===== config.mk =====
export PLATFORM = sky130hd
export DESIGN_NAME = per_source_ema_estimator_core
export DESIGN_NICKNAME = d
export VERILOG_FILES = /design/src/design/psee_pkg.sv /design/src/design/per_source_ema_estimator_core.sv /design/src/design/psee_ram.sv /design/src/design/psee_div.sv
export SDC_FILE = /design/constraint.sdc
export NUM_CORES = 2
export LEC_CHECK = 0
export BUFFER_PORTS_ARGS = -buffer_cell sky130_fd_sc_hd__buf_4
export CAP_MARGIN = 15
export CORE_AREA = 4 4 477 479
export DETAILED_ROUTE_END_ITERATION = 10
export DIE_AREA = 0 0 481 483
export MAX_ROUTING_LAYER = met4
export PLACE_DENSITY = 0.6
export SLEW_MARGIN = 30
export SYNTH_ARGS = -nofsm -noshare
export SYNTH_HDL_FRONTEND = slang
export SYNTH_SLANG_ARGS = --single-unit

===== constraint.sdc =====
create_clock -name clock -period 9.6 [get_ports clock]
set_input_delay 1.92 -clock clock [delete_from_list [all_inputs] [get_ports clock]]
set_output_delay 1.92 -clock clock [all_outputs]
set_load 0.01 [all_outputs]

===== src/design/psee_pkg.sv =====
`timescale 1ns / 1ps
// ----------------------------------------------------------------------------
// psee_pkg
// Shared types and constants for the per-source offset estimator.
// ----------------------------------------------------------------------------
package psee_pkg;

   localparam int Entries   = 16;
   localparam int EmaWindow = 16;
   localparam int IdxW      = (Entries > 1) ? $clog2(Entries) : 1;
   localparam int AlphaQ16  = (2 * 65536 + (EmaWindow + 1) / 2) / (EmaWindow + 1);
   localparam int DivW      = 33;
   localparam int DivCntW   = $clog2(DivW + 1);
   // warm-up divisor n+1 never exceeds the window
   localparam int DvsW      = $clog2(EmaWindow + 1);

   typedef enum logic [1:0] {
      REQ_SLOT = 2'd0,
      REQ_SAMPLE = 2'd1,
      REQ_GEN = 2'd2,
      REQ_NONE = 2'd3
   } req_kind_type;

   typedef enum logic [1:0] {
      CSR_MIN_SAMPLES = 2'd0,
      CSR_MAX_SLOT_GAP = 2'd1,
      CSR_MAX_ABS_OFFSET = 2'd2
   } csr_index_type;

   typedef struct packed {
      logic [1:0]         req_type;
      logic [31:0]        slot_number;
      logic [15:0]        source_id;
      logic signed [31:0] offset_sample;
      logic [31:0]        generation;
   } req_type;

   typedef struct packed {
      logic               accepted;
      logic               ready_res;
      logic               reset_seen;
      logic signed [31:0] raw_echo;
      logic signed [31:0] estimate;
      logic signed [31:0] applied_offset;
      logic [15:0]        count;
   } rsp_type;

   // entry word kept in the table memory
   typedef struct packed {
      logic [15:0]        source;
      logic signed [31:0] estimate;
      logic [15:0]        count;
   } entry_type;

endpackage


===== src/design/per_source_ema_estimator_core.sv =====
`timescale 1ns / 1ps
// ----------------------------------------------------------------------------
// per_source_ema_estimator_core
// Per-source smoothed clock offset estimator with a table memory.
// ----------------------------------------------------------------------------
// A sample of a known source scans the table, reads its entry, updates it (via
// the serial divider in warm-up) and writes it back; a new source takes a free
// entry; an oversized sample, or one with the table full, is rejected. Slot and
// generation requests give no response and may start a table clear. One request
// at a time: the next is taken only in idle with no response waiting.
// Reset: clears control state and sweeps the table.
// ----------------------------------------------------------------------------
module per_source_ema_estimator_core (
   input  logic                  clock,
   input  logic                  reset,
   input  logic                  req_valid,
   output logic                  req_stall,
   input  psee_pkg::req_type     req_data,
   output logic                  rsp_valid,
   input  logic                  rsp_stall,
   output psee_pkg::rsp_type     rsp_data,
   input  logic                  csr_wr_en,
   input  logic [1:0]            csr_index,
   input  logic [31:0]           csr_wr_data
);

   typedef enum logic [3:0] {
      ST_CLEAR, ST_IDLE, ST_SCAN, ST_SCAN_WAIT, ST_READ, ST_READ_WAIT,
      ST_CALC, ST_DIV, ST_WRITE, ST_OUT
   } state_type;

   state_type              state_ff;
   logic [6:0]             min_samples_ff;
   logic [31:0]            max_gap_ff;
   logic [30:0]            max_abs_ff;
   logic [31:0]            last_slot_ff;
   logic                   have_slot_ff, clear_pend_ff, gen_valid_ff;
   logic [31:0]            gen_ff;
   logic [psee_pkg::Entries-1:0] used_ff;
   logic [psee_pkg::IdxW-1:0] addr_ff, hit_ff, free_ff;
   logic                   hit_found_ff, free_found_ff, scan_last_ff;
   psee_pkg::req_type      req_ff;
   logic signed [31:0]     est_ff;
   logic [15:0]            cnt_ff;
   logic                   out_valid_ff;
   psee_pkg::rsp_type      out_ff;
   logic                   div_start_ff;
   logic signed [32:0]     diff_ff;
   logic signed [49:0]     prod_ff;

   // table memory port
   logic                   ram_we;
   logic [psee_pkg::IdxW-1:0] ram_addr;
   psee_pkg::entry_type    ram_wdata, ram_rdata;
   logic                   div_done;
   logic signed [32:0]     div_q;

   logic signed [32:0]     sample_ext;
   logic [31:0]            mag;
   logic [15:0]            cnt_new;
   logic                   rdy;
   psee_pkg::rsp_type      rej_rsp;

   psee_ram #(.Width($bits(psee_pkg::entry_type)), .Depth(psee_pkg::Entries)) u_table (
      .clock   (clock),
      .wr_en   (ram_we),
      .addr    (ram_addr),
      .wr_data (ram_wdata),
      .rd_data (ram_rdata)
   );

   psee_div u_div (
      .clock    (clock),
      .reset    (reset),
      .start    (div_start_ff),
      .dividend (diff_ff),
      .divisor  (psee_pkg::DvsW'(cnt_ff) + psee_pkg::DvsW'(1)),
      .done     (div_done),
      .quotient (div_q)
   );

   // memory access by state
   always_comb begin
      ram_we    = 1'b0;
      ram_addr  = addr_ff;
      ram_wdata = '0;
      case (state_ff)
         ST_CLEAR: begin
            ram_we    = 1'b1;
            ram_wdata = '0;
         end
         ST_READ: begin
            // fetch the matching entry ahead of the read wait
            ram_addr = hit_ff;
         end
         ST_WRITE: begin
            ram_we    = 1'b1;
            ram_wdata = '{source: req_ff.source_id, estimate: est_ff, count: cnt_ff};
         end
         default: ram_we = 1'b0;
      endcase
   end

   // response for a rejected sample
   always_comb begin
      rej_rsp          = '0;
      rej_rsp.raw_echo = req_ff.offset_sample;
   end

   assign sample_ext = 33'(req_ff.offset_sample);
   assign mag        = req_ff.offset_sample[31] ? 32'(-sample_ext) : 32'(sample_ext);
   assign cnt_new    = (cnt_ff == 16'hFFFF) ? cnt_ff : cnt_ff + 16'd1;
   assign rdy        = ({9'd0, min_samples_ff} <= cnt_ff);

   assign req_stall = (state_ff != ST_IDLE) || out_valid_ff;
   assign rsp_valid = out_valid_ff;
   assign rsp_data  = out_ff;

   // main sequencer
   always_ff @(posedge clock) begin
      if (reset) begin
         state_ff       <= ST_CLEAR;
         addr_ff        <= '0;
         min_samples_ff <= 7'd8;
         max_gap_ff     <= 32'd16;
         max_abs_ff     <= 31'h7FFF_FFFF;
         last_slot_ff   <= '0;
         have_slot_ff   <= 1'b0;
         clear_pend_ff  <= 1'b1;
         gen_valid_ff   <= 1'b0;
         gen_ff         <= '0;
         used_ff        <= '0;
         out_valid_ff   <= 1'b0;
         div_start_ff   <= 1'b0;
      end else begin
         div_start_ff <= 1'b0;
         if (csr_wr_en) begin
            case (csr_index)
               psee_pkg::CSR_MIN_SAMPLES:    min_samples_ff <= csr_wr_data[6:0];
               psee_pkg::CSR_MAX_SLOT_GAP:   max_gap_ff     <= csr_wr_data;
               psee_pkg::CSR_MAX_ABS_OFFSET: max_abs_ff     <= csr_wr_data[30:0];
               default: ;
            endcase
         end
         if (out_valid_ff && !rsp_stall) out_valid_ff <= 1'b0;
         case (state_ff)
            ST_CLEAR: begin
               if (addr_ff == psee_pkg::IdxW'(psee_pkg::Entries - 1)) begin
                  addr_ff  <= '0;
                  state_ff <= ST_IDLE;
               end else begin
                  addr_ff <= addr_ff + 1'b1;
               end
            end
            ST_IDLE: begin
               if (req_valid && !req_stall) begin
                  req_ff <= req_data;
                  case (req_data.req_type)
                     psee_pkg::REQ_SLOT: begin
                        last_slot_ff <= req_data.slot_number;
                        have_slot_ff <= 1'b1;
                        if (have_slot_ff &&
                            (req_data.slot_number - last_slot_ff) > max_gap_ff) begin
                           used_ff       <= '0;
                           clear_pend_ff <= 1'b1;
                           addr_ff       <= '0;
                           state_ff      <= ST_CLEAR;
                        end
                     end
                     psee_pkg::REQ_GEN: begin
                        if (!(gen_valid_ff && gen_ff == req_data.generation)) begin
                           gen_ff        <= req_data.generation;
                           gen_valid_ff  <= 1'b1;
                           have_slot_ff  <= 1'b0;
                           clear_pend_ff <= 1'b1;
                           used_ff       <= '0;
                           addr_ff       <= '0;
                           state_ff      <= ST_CLEAR;
                        end
                     end
                     psee_pkg::REQ_SAMPLE: begin
                        addr_ff       <= '0;
                        hit_found_ff  <= 1'b0;
                        free_found_ff <= 1'b0;
                        state_ff      <= ST_SCAN;
                     end
                     default: ;
                  endcase
               end
            end
            ST_SCAN: begin
               if (mag > {1'b0, max_abs_ff}) begin
                  out_ff       <= rej_rsp;
                  out_valid_ff <= 1'b1;
                  state_ff     <= ST_IDLE;
               end else begin
                  scan_last_ff <= (addr_ff == psee_pkg::IdxW'(psee_pkg::Entries - 1));
                  state_ff     <= ST_SCAN_WAIT;
               end
            end
            ST_SCAN_WAIT: begin
               // each entry is addressed in the scan state and compared here
               if (used_ff[addr_ff] && ram_rdata.source == req_ff.source_id
                   && !hit_found_ff) begin
                  hit_found_ff <= 1'b1;
                  hit_ff       <= addr_ff;
               end
               if (!used_ff[addr_ff] && !free_found_ff) begin
                  free_found_ff <= 1'b1;
                  free_ff       <= addr_ff;
               end
               if (scan_last_ff) begin
                  state_ff <= ST_READ;
               end else begin
                  addr_ff  <= addr_ff + 1'b1;
                  state_ff <= ST_SCAN;
               end
            end
            ST_READ: begin
               if (hit_found_ff) begin
                  addr_ff  <= hit_ff;
                  state_ff <= ST_READ_WAIT;
               end else if (free_found_ff) begin
                  addr_ff           <= free_ff;
                  used_ff[free_ff]  <= 1'b1;
                  est_ff            <= '0;
                  cnt_ff            <= '0;
                  state_ff          <= ST_CALC;
               end else begin
                  out_ff       <= rej_rsp;
                  out_valid_ff <= 1'b1;
                  state_ff     <= ST_IDLE;
               end
            end
            ST_READ_WAIT: begin
               est_ff   <= ram_rdata.estimate;
               cnt_ff   <= ram_rdata.count;
               state_ff <= ST_CALC;
            end
            ST_CALC: begin
               diff_ff <= sample_ext - 33'(est_ff);
               prod_ff <= 50'(psee_pkg::AlphaQ16) * 50'(sample_ext - 33'(est_ff));
               if (cnt_ff == 16'd0) begin
                  est_ff   <= req_ff.offset_sample;
                  cnt_ff   <= cnt_new;
                  state_ff <= ST_WRITE;
               end else if (cnt_ff < 16'(psee_pkg::EmaWindow)) begin
                  div_start_ff <= 1'b1;
                  state_ff     <= ST_DIV;
               end else begin
                  state_ff <= ST_OUT;
               end
            end
            ST_OUT: begin
               // steady rule, truncate toward zero
               est_ff <= est_ff + 32'((prod_ff + (prod_ff[49] ? 50'sd65535 : 50'sd0))
                                     >>> 16);
               cnt_ff   <= cnt_new;
               state_ff <= ST_WRITE;
            end
            ST_DIV: begin
               if (div_done) begin
                  est_ff   <= est_ff + 32'(div_q);
                  cnt_ff   <= cnt_new;
                  state_ff <= ST_WRITE;
               end
            end
            ST_WRITE: begin
               out_ff.accepted       <= 1'b1;
               out_ff.ready_res      <= rdy;
               out_ff.reset_seen     <= clear_pend_ff;
               out_ff.raw_echo       <= req_ff.offset_sample;
               out_ff.estimate       <= est_ff;
               out_ff.applied_offset <= rdy ? est_ff : req_ff.offset_sample;
               out_ff.count          <= cnt_ff;
               clear_pend_ff         <= 1'b0;
               out_valid_ff          <= 1'b1;
               state_ff              <= ST_IDLE;
            end
            default: state_ff <= ST_IDLE;
         endcase
      end
   end

   // a request is never taken while a response waits
   assert property (@(posedge clock) disable iff (reset)
      out_valid_ff |-> req_stall) else $error("request taken over pending response");
   // a response leaves only from the idle state
   assert property (@(posedge clock) disable iff (reset)
      $rose(out_valid_ff) |-> state_ff == ST_IDLE) else $error("response outside idle");
   // table writes happen only in clear or write states
   assert property (@(posedge clock) disable iff (reset)
      ram_we |-> (state_ff == ST_CLEAR || state_ff == ST_WRITE))
      else $error("stray table write");

endmodule


===== src/design/psee_ram.sv =====
`timescale 1ns / 1ps
// ----------------------------------------------------------------------------
// psee_ram
// Generic single-port RAM with registered read data.
// ----------------------------------------------------------------------------
module psee_ram #(
   parameter int Width = 8,
   parameter int Depth = 16
) (
   input  logic                                    clock,
   input  logic                                    wr_en,
   input  logic [((Depth > 1) ? $clog2(Depth) : 1)-1:0] addr,
   input  logic [Width-1:0]                        wr_data,
   output logic [Width-1:0]                        rd_data
);

   logic [Width-1:0] mem_ff [Depth];

   // registered read, returns the old word on a write
   always_ff @(posedge clock) begin
      if (wr_en) begin
         mem_ff[addr] <= wr_data;
      end
      rd_data <= mem_ff[addr];
   end

endmodule


===== src/design/psee_div.sv =====
`timescale 1ns / 1ps
// ----------------------------------------------------------------------------
// psee_div
// Serial signed divider, one quotient bit per cycle, truncating toward zero.
// ----------------------------------------------------------------------------
module psee_div (
   input  logic                              clock,
   input  logic                              reset,
   input  logic                              start,
   input  logic signed [psee_pkg::DivW-1:0]  dividend,
   input  logic [psee_pkg::DvsW-1:0]         divisor,
   output logic                              done,
   output logic signed [psee_pkg::DivW-1:0]  quotient
);

   logic [psee_pkg::DivW-1:0]    mag_ff, mag_in;
   logic [psee_pkg::DvsW:0]      rem_ff, rem_in;
   logic [psee_pkg::DivCntW-1:0] cnt_ff, cnt_in;
   logic                         busy_ff, busy_in;
   logic                         neg_ff, neg_in;
   logic                         done_ff, done_in;
   logic [psee_pkg::DvsW-1:0]    dvs_ff, dvs_in;
   logic [psee_pkg::DvsW:0]      trial;

   always_comb begin
      mag_in  = mag_ff;
      rem_in  = rem_ff;
      cnt_in  = cnt_ff;
      busy_in = busy_ff;
      neg_in  = neg_ff;
      dvs_in  = dvs_ff;
      done_in = 1'b0;
      trial   = {rem_ff[psee_pkg::DvsW-1:0], mag_ff[psee_pkg::DivW-1]};
      // load magnitude and sign
      if (start) begin
         neg_in  = dividend[psee_pkg::DivW-1];
         mag_in  = dividend[psee_pkg::DivW-1] ? psee_pkg::DivW'(-dividend)
                                              : psee_pkg::DivW'(dividend);
         rem_in  = '0;
         dvs_in  = divisor;
         cnt_in  = psee_pkg::DivCntW'(psee_pkg::DivW);
         busy_in = 1'b1;
      end else if (busy_ff) begin
         // restoring step
         if (trial >= {1'b0, dvs_ff}) begin
            rem_in = trial - {1'b0, dvs_ff};
            mag_in = {mag_ff[psee_pkg::DivW-2:0], 1'b1};
         end else begin
            rem_in = trial;
            mag_in = {mag_ff[psee_pkg::DivW-2:0], 1'b0};
         end
         cnt_in = cnt_ff - 1'b1;
         if (cnt_ff == psee_pkg::DivCntW'(1)) begin
            busy_in = 1'b0;
            done_in = 1'b1;
         end
      end
   end

   always_ff @(posedge clock) begin
      if (reset) begin
         busy_ff <= 1'b0;
         done_ff <= 1'b0;
         cnt_ff  <= '0;
      end else begin
         busy_ff <= busy_in;
         done_ff <= done_in;
         cnt_ff  <= cnt_in;
      end
      mag_ff <= mag_in;
      rem_ff <= rem_in;
      neg_ff <= neg_in;
      dvs_ff <= dvs_in;
   end

   assign done     = done_ff;
   assign quotient = neg_ff ? -$signed(mag_ff) : $signed(mag_ff);

endmodule


==> flow_summary_export.csv <==
group,metric,value,unit
outcome,status,"complete, no violations",
finish,drive_gt1_share,16.0,%
routing,viasPerCell,5.24,
power,powerDensity,170,nW/um^2
placement,hpwl,150000,um
logic_synthesis,yosysMostFrequentCell,"edfxtp_1",
routing,wl_per_cell,23.9,um
routing,maxUsedRoutingLayer,"met4",
routing,drt_pass1_iterations,5,
routing,route.antenna.remaining_nets,0,
clock_tree,hold_buffers,0,
timing,slew_viol_final,0,
grt,grt_overflow,0,
logic_synthesis,synth_top_family_by_area,"adder cells",
logic_synthesis,synth_top_area_share,52.7,%
clock_tree,numCtsBuffers,174,
floorplanning,rows,174,
finish,ff_latch_area,45700,sq um
logic_synthesis,ys_warn_count,0,
timing,period_share,94.8,%
routing,wl_met3,12000,um
finish,fin_nets,6732,
floorplanning,die_y,483,um
power,vdd_drop_max,0.158,mV
placement,place_congestion,0.913,
finish,multiInputGateArea,29500,sq um
grt,grt_max_degree,139,
finish,syn_to_final_growth,15.6,%
clock_tree,cts_buffer_depth,3,
timing,relSlewSlack,34.8,%
logic_synthesis,synth_mux_area_share,8.73,%
grt,grt_pass1_wl,325000,um
logic_synthesis,synth.area.top_cells,"edfxtp_1 53%, mux4_2 7.6%, dfxtp_1 6.2%",
logic_synthesis,synthXorXnorAreaFrac,4.07,%
finish,fillers,20739,
logic_synthesis,synth_seq_cells,1603,
timing,fmax,0.110,GHz
clock_tree,cts-root-buf,"clkbuf_16",
setup_path,crit_type,"flip-flop to flip-flop",
setup_path,crit_fanout,5,
routing,num_vias,48443,
grt,antenna_found_initial,18,
grt,first_global_vias,48606,
placement,dp_cells,8905,
floorplanning,start_util,34.8,%
setup_path,max_stage_delay,550,ps
timing,rsz0062_at_grt,"false",
floorplanning,core_area,224000,sq um
setup_path,critPathArrivalTime,9670,ps
clock_tree,cts.sinks,1603,
logic_synthesis,avgSynthCellArea,13.5,sq um
logic_synthesis,synth_common_cells,"1363 x edfxtp_1, 513 x inv_1, 411 x nand2_1",
routing,drc_errors,0,
setup_path,crit_slowest_cell,"a221oi_1",
routing,wl_met2,107000,um
setup_path,cp-end-kind,"flip-flop",
finish,stdcell_count,9240,
logic_synthesis,ys_seq_area_share,58.8,%
routing,drtIter0Drc,4295,
timing,min_period,9100,ps
timing,worst_slew_pin_slew,978,ps
clock_tree,clk_pin_slew,60,ps
power,p_leak,32.8,nW
logic_synthesis,synthArstFlopShare,0,%
timing,finClkSkew,86.6,ps
clock_tree,h-tree-depth,4,
logic_synthesis,synth.net_count,6400,
job,max_cap_viol_count,0,
setup_path,required,10160,ps
setup_path,cp-start-kind,"flip-flop",
logic_synthesis,synth_cell_types,83,
clock_tree,cts_tree,"yes",
floorplanning,die_x,481,um
setup_path,cp_common_cell,"inv_1",
logic_synthesis,yosys.area_share.simple,7.52,%
logic_synthesis,synth-compound-area-share,7.88,%
logic_synthesis,synth_top_area_cell,"edfxtp_1",
logic_synthesis,synthCells,5758,
hold_path,hp-class,"flip-flop to flip-flop",
logic_synthesis,synth_area,77700,sq um
timing,report.final.setup_viol,0,
floorplanning,pin_count,270,
logic_synthesis,synth_fa_ha_area_share,9.36,%
timing,finalSetupTns,0,ps
grt,track_usage,19.2,%
logic_synthesis,synth_edf_count,1363,
routing,wl_met1,92400,um
logic_synthesis,synth_top_flop_cell,"edfxtp_1",
floorplanning,die-area,232000,sq um
timing,hold_viol,0,
clock_tree,clock_latency,850,ps
routing,wirelength,221000,um
placement,port-buffer-count,269,
[critical path: cells and delay by family (launching register included)]
kind	cells	cell delay [ps]
AND/OR/NAND/NOR	3	510
XOR/XNOR	3	630
AO/OA/AOI/OAI	14	3620
adder cells (fa/ha/maj)	8	3160
flip-flops	1	390
buffers and inverters	6	530
[kinds of logic after synthesis]
group,after synthesis
compound gates,960
xor+xnor,361
fa+ha+maj,489
buf+inv,739
flops,1603
mux,351
simple gates,1255
[power by group]
part | switching, W | leakage [nW] | internal, W
registers | 0.0000660 | 14.5 | 0.00764
logic | 0.000451 | 15.5 | 0.000345
clock network | 0.00289 | 2.83 | 0.00390
[stage by stage]
| stage | area [sq um] | total power (W) | hold slack [ps] | util, % | setup slack [ps] |
|---|---|---|---|---|---|
| floorplan | 77700 | 0.00836 | 418 | - | 102 |
| global placement | 83700 | 0.00864 | 442 | 37.5 | 476 |
| detailed placement | 83800 | 0.00866 | 446 | 37.5 | 469 |
| CTS | 89700 | 0.0155 | 455 | 40.1 | 478 |
| global route | 89800 | 0.0158 | 474 | 40.2 | 39.7 |
| finish | 89800 | 0.0153 | 452 | 40.2 | 495 |
[sequential cells by signal, indices dropped and copies added, names as in the netlist, 6 cells and up]
register and flops:
est_ff 32, req_ff 16, prod_ff 45, min_samples_ff 7, u_div.cnt_ff 6, max_abs_ff 31, gen_ff 32, max_gap_ff 32
last_slot_ff 32, used_ff 16, rej_rsp 32, cnt_ff 16, u_table.rd_data 64, diff_ff 33, u_table.mem_ff 1024, u_div.mag_ff 33
rsp_data 115
[cells in the final DEF (no fill, tap or decap), types with 22 or more instances in the layout]
master,synthesis,layout
a211oi_1,81,81
a21o_1,99,99
a21oi_1,278,278
a22oi_1,31,31
a31oi_1,74,74
and2_1,110,110
buf_4,0,366
clkbuf_1,189,47
clkbuf_16,0,176
clkinv_2,0,25
dfxtp_1,240,239
edfxtp_1,1363,1363
fa_1,154,154
ha_1,335,335
inv_1,513,513
mux2i_1,88,85
mux4_2,261,261
nand2_1,411,409
nand2b_1,28,28
nand3_1,54,53
nand4_1,34,34
nor2_1,392,356
nor2_2,0,24
nor2b_1,33,33
nor3_1,69,57
o211ai_1,24,24
o21a_1,27,27
o21ai_0,177,177
o21bai_1,22,22
o31ai_1,30,30
xnor2_1,208,206
xor2_1,153,153
[area by class of cell]
cell class                      count  area share, %
Multi-Input combinational cell   3416           32.9
Clock inverter                     83           1.15
Sequential cell                  1603           50.9
Inverter                          513           2.14
Timing Repair Buffer              382           3.33
Tap cell                         2992           4.17
Antenna cell                        9         0.0251
Clock buffer                      242           5.39
[worst paths after layout]
path                                  from                             to  slack, ps  depth (start not counted)
min          last_slot_ff[17]$_SDFFE_PP0P_  last_slot_ff[17]$_SDFFE_PP0P_        450                          2
max reg2reg          rej_rsp[80]$_DFFE_PP_          prod_ff[45]$_DFFE_PP_        500                         34
max                  rej_rsp[80]$_DFFE_PP_          prod_ff[45]$_DFFE_PP_        500                         34
min reg2reg  last_slot_ff[17]$_SDFFE_PP0P_  last_slot_ff[17]$_SDFFE_PP0P_        450                          2
[repair_timing]
item	CTS	global route
resized for setup	0	1
setup endpoints to repair	0	1
setup buffers	0	0
[per-layer routing]
metal	global-route usage, %	up-vias
met4	7.24	0
met3	2.59	355
li1	-	21850
met5	-	-
met1	24.4	24791
met2	31.3	1447
No activity file was read; power rests on OpenSTA's default activity.
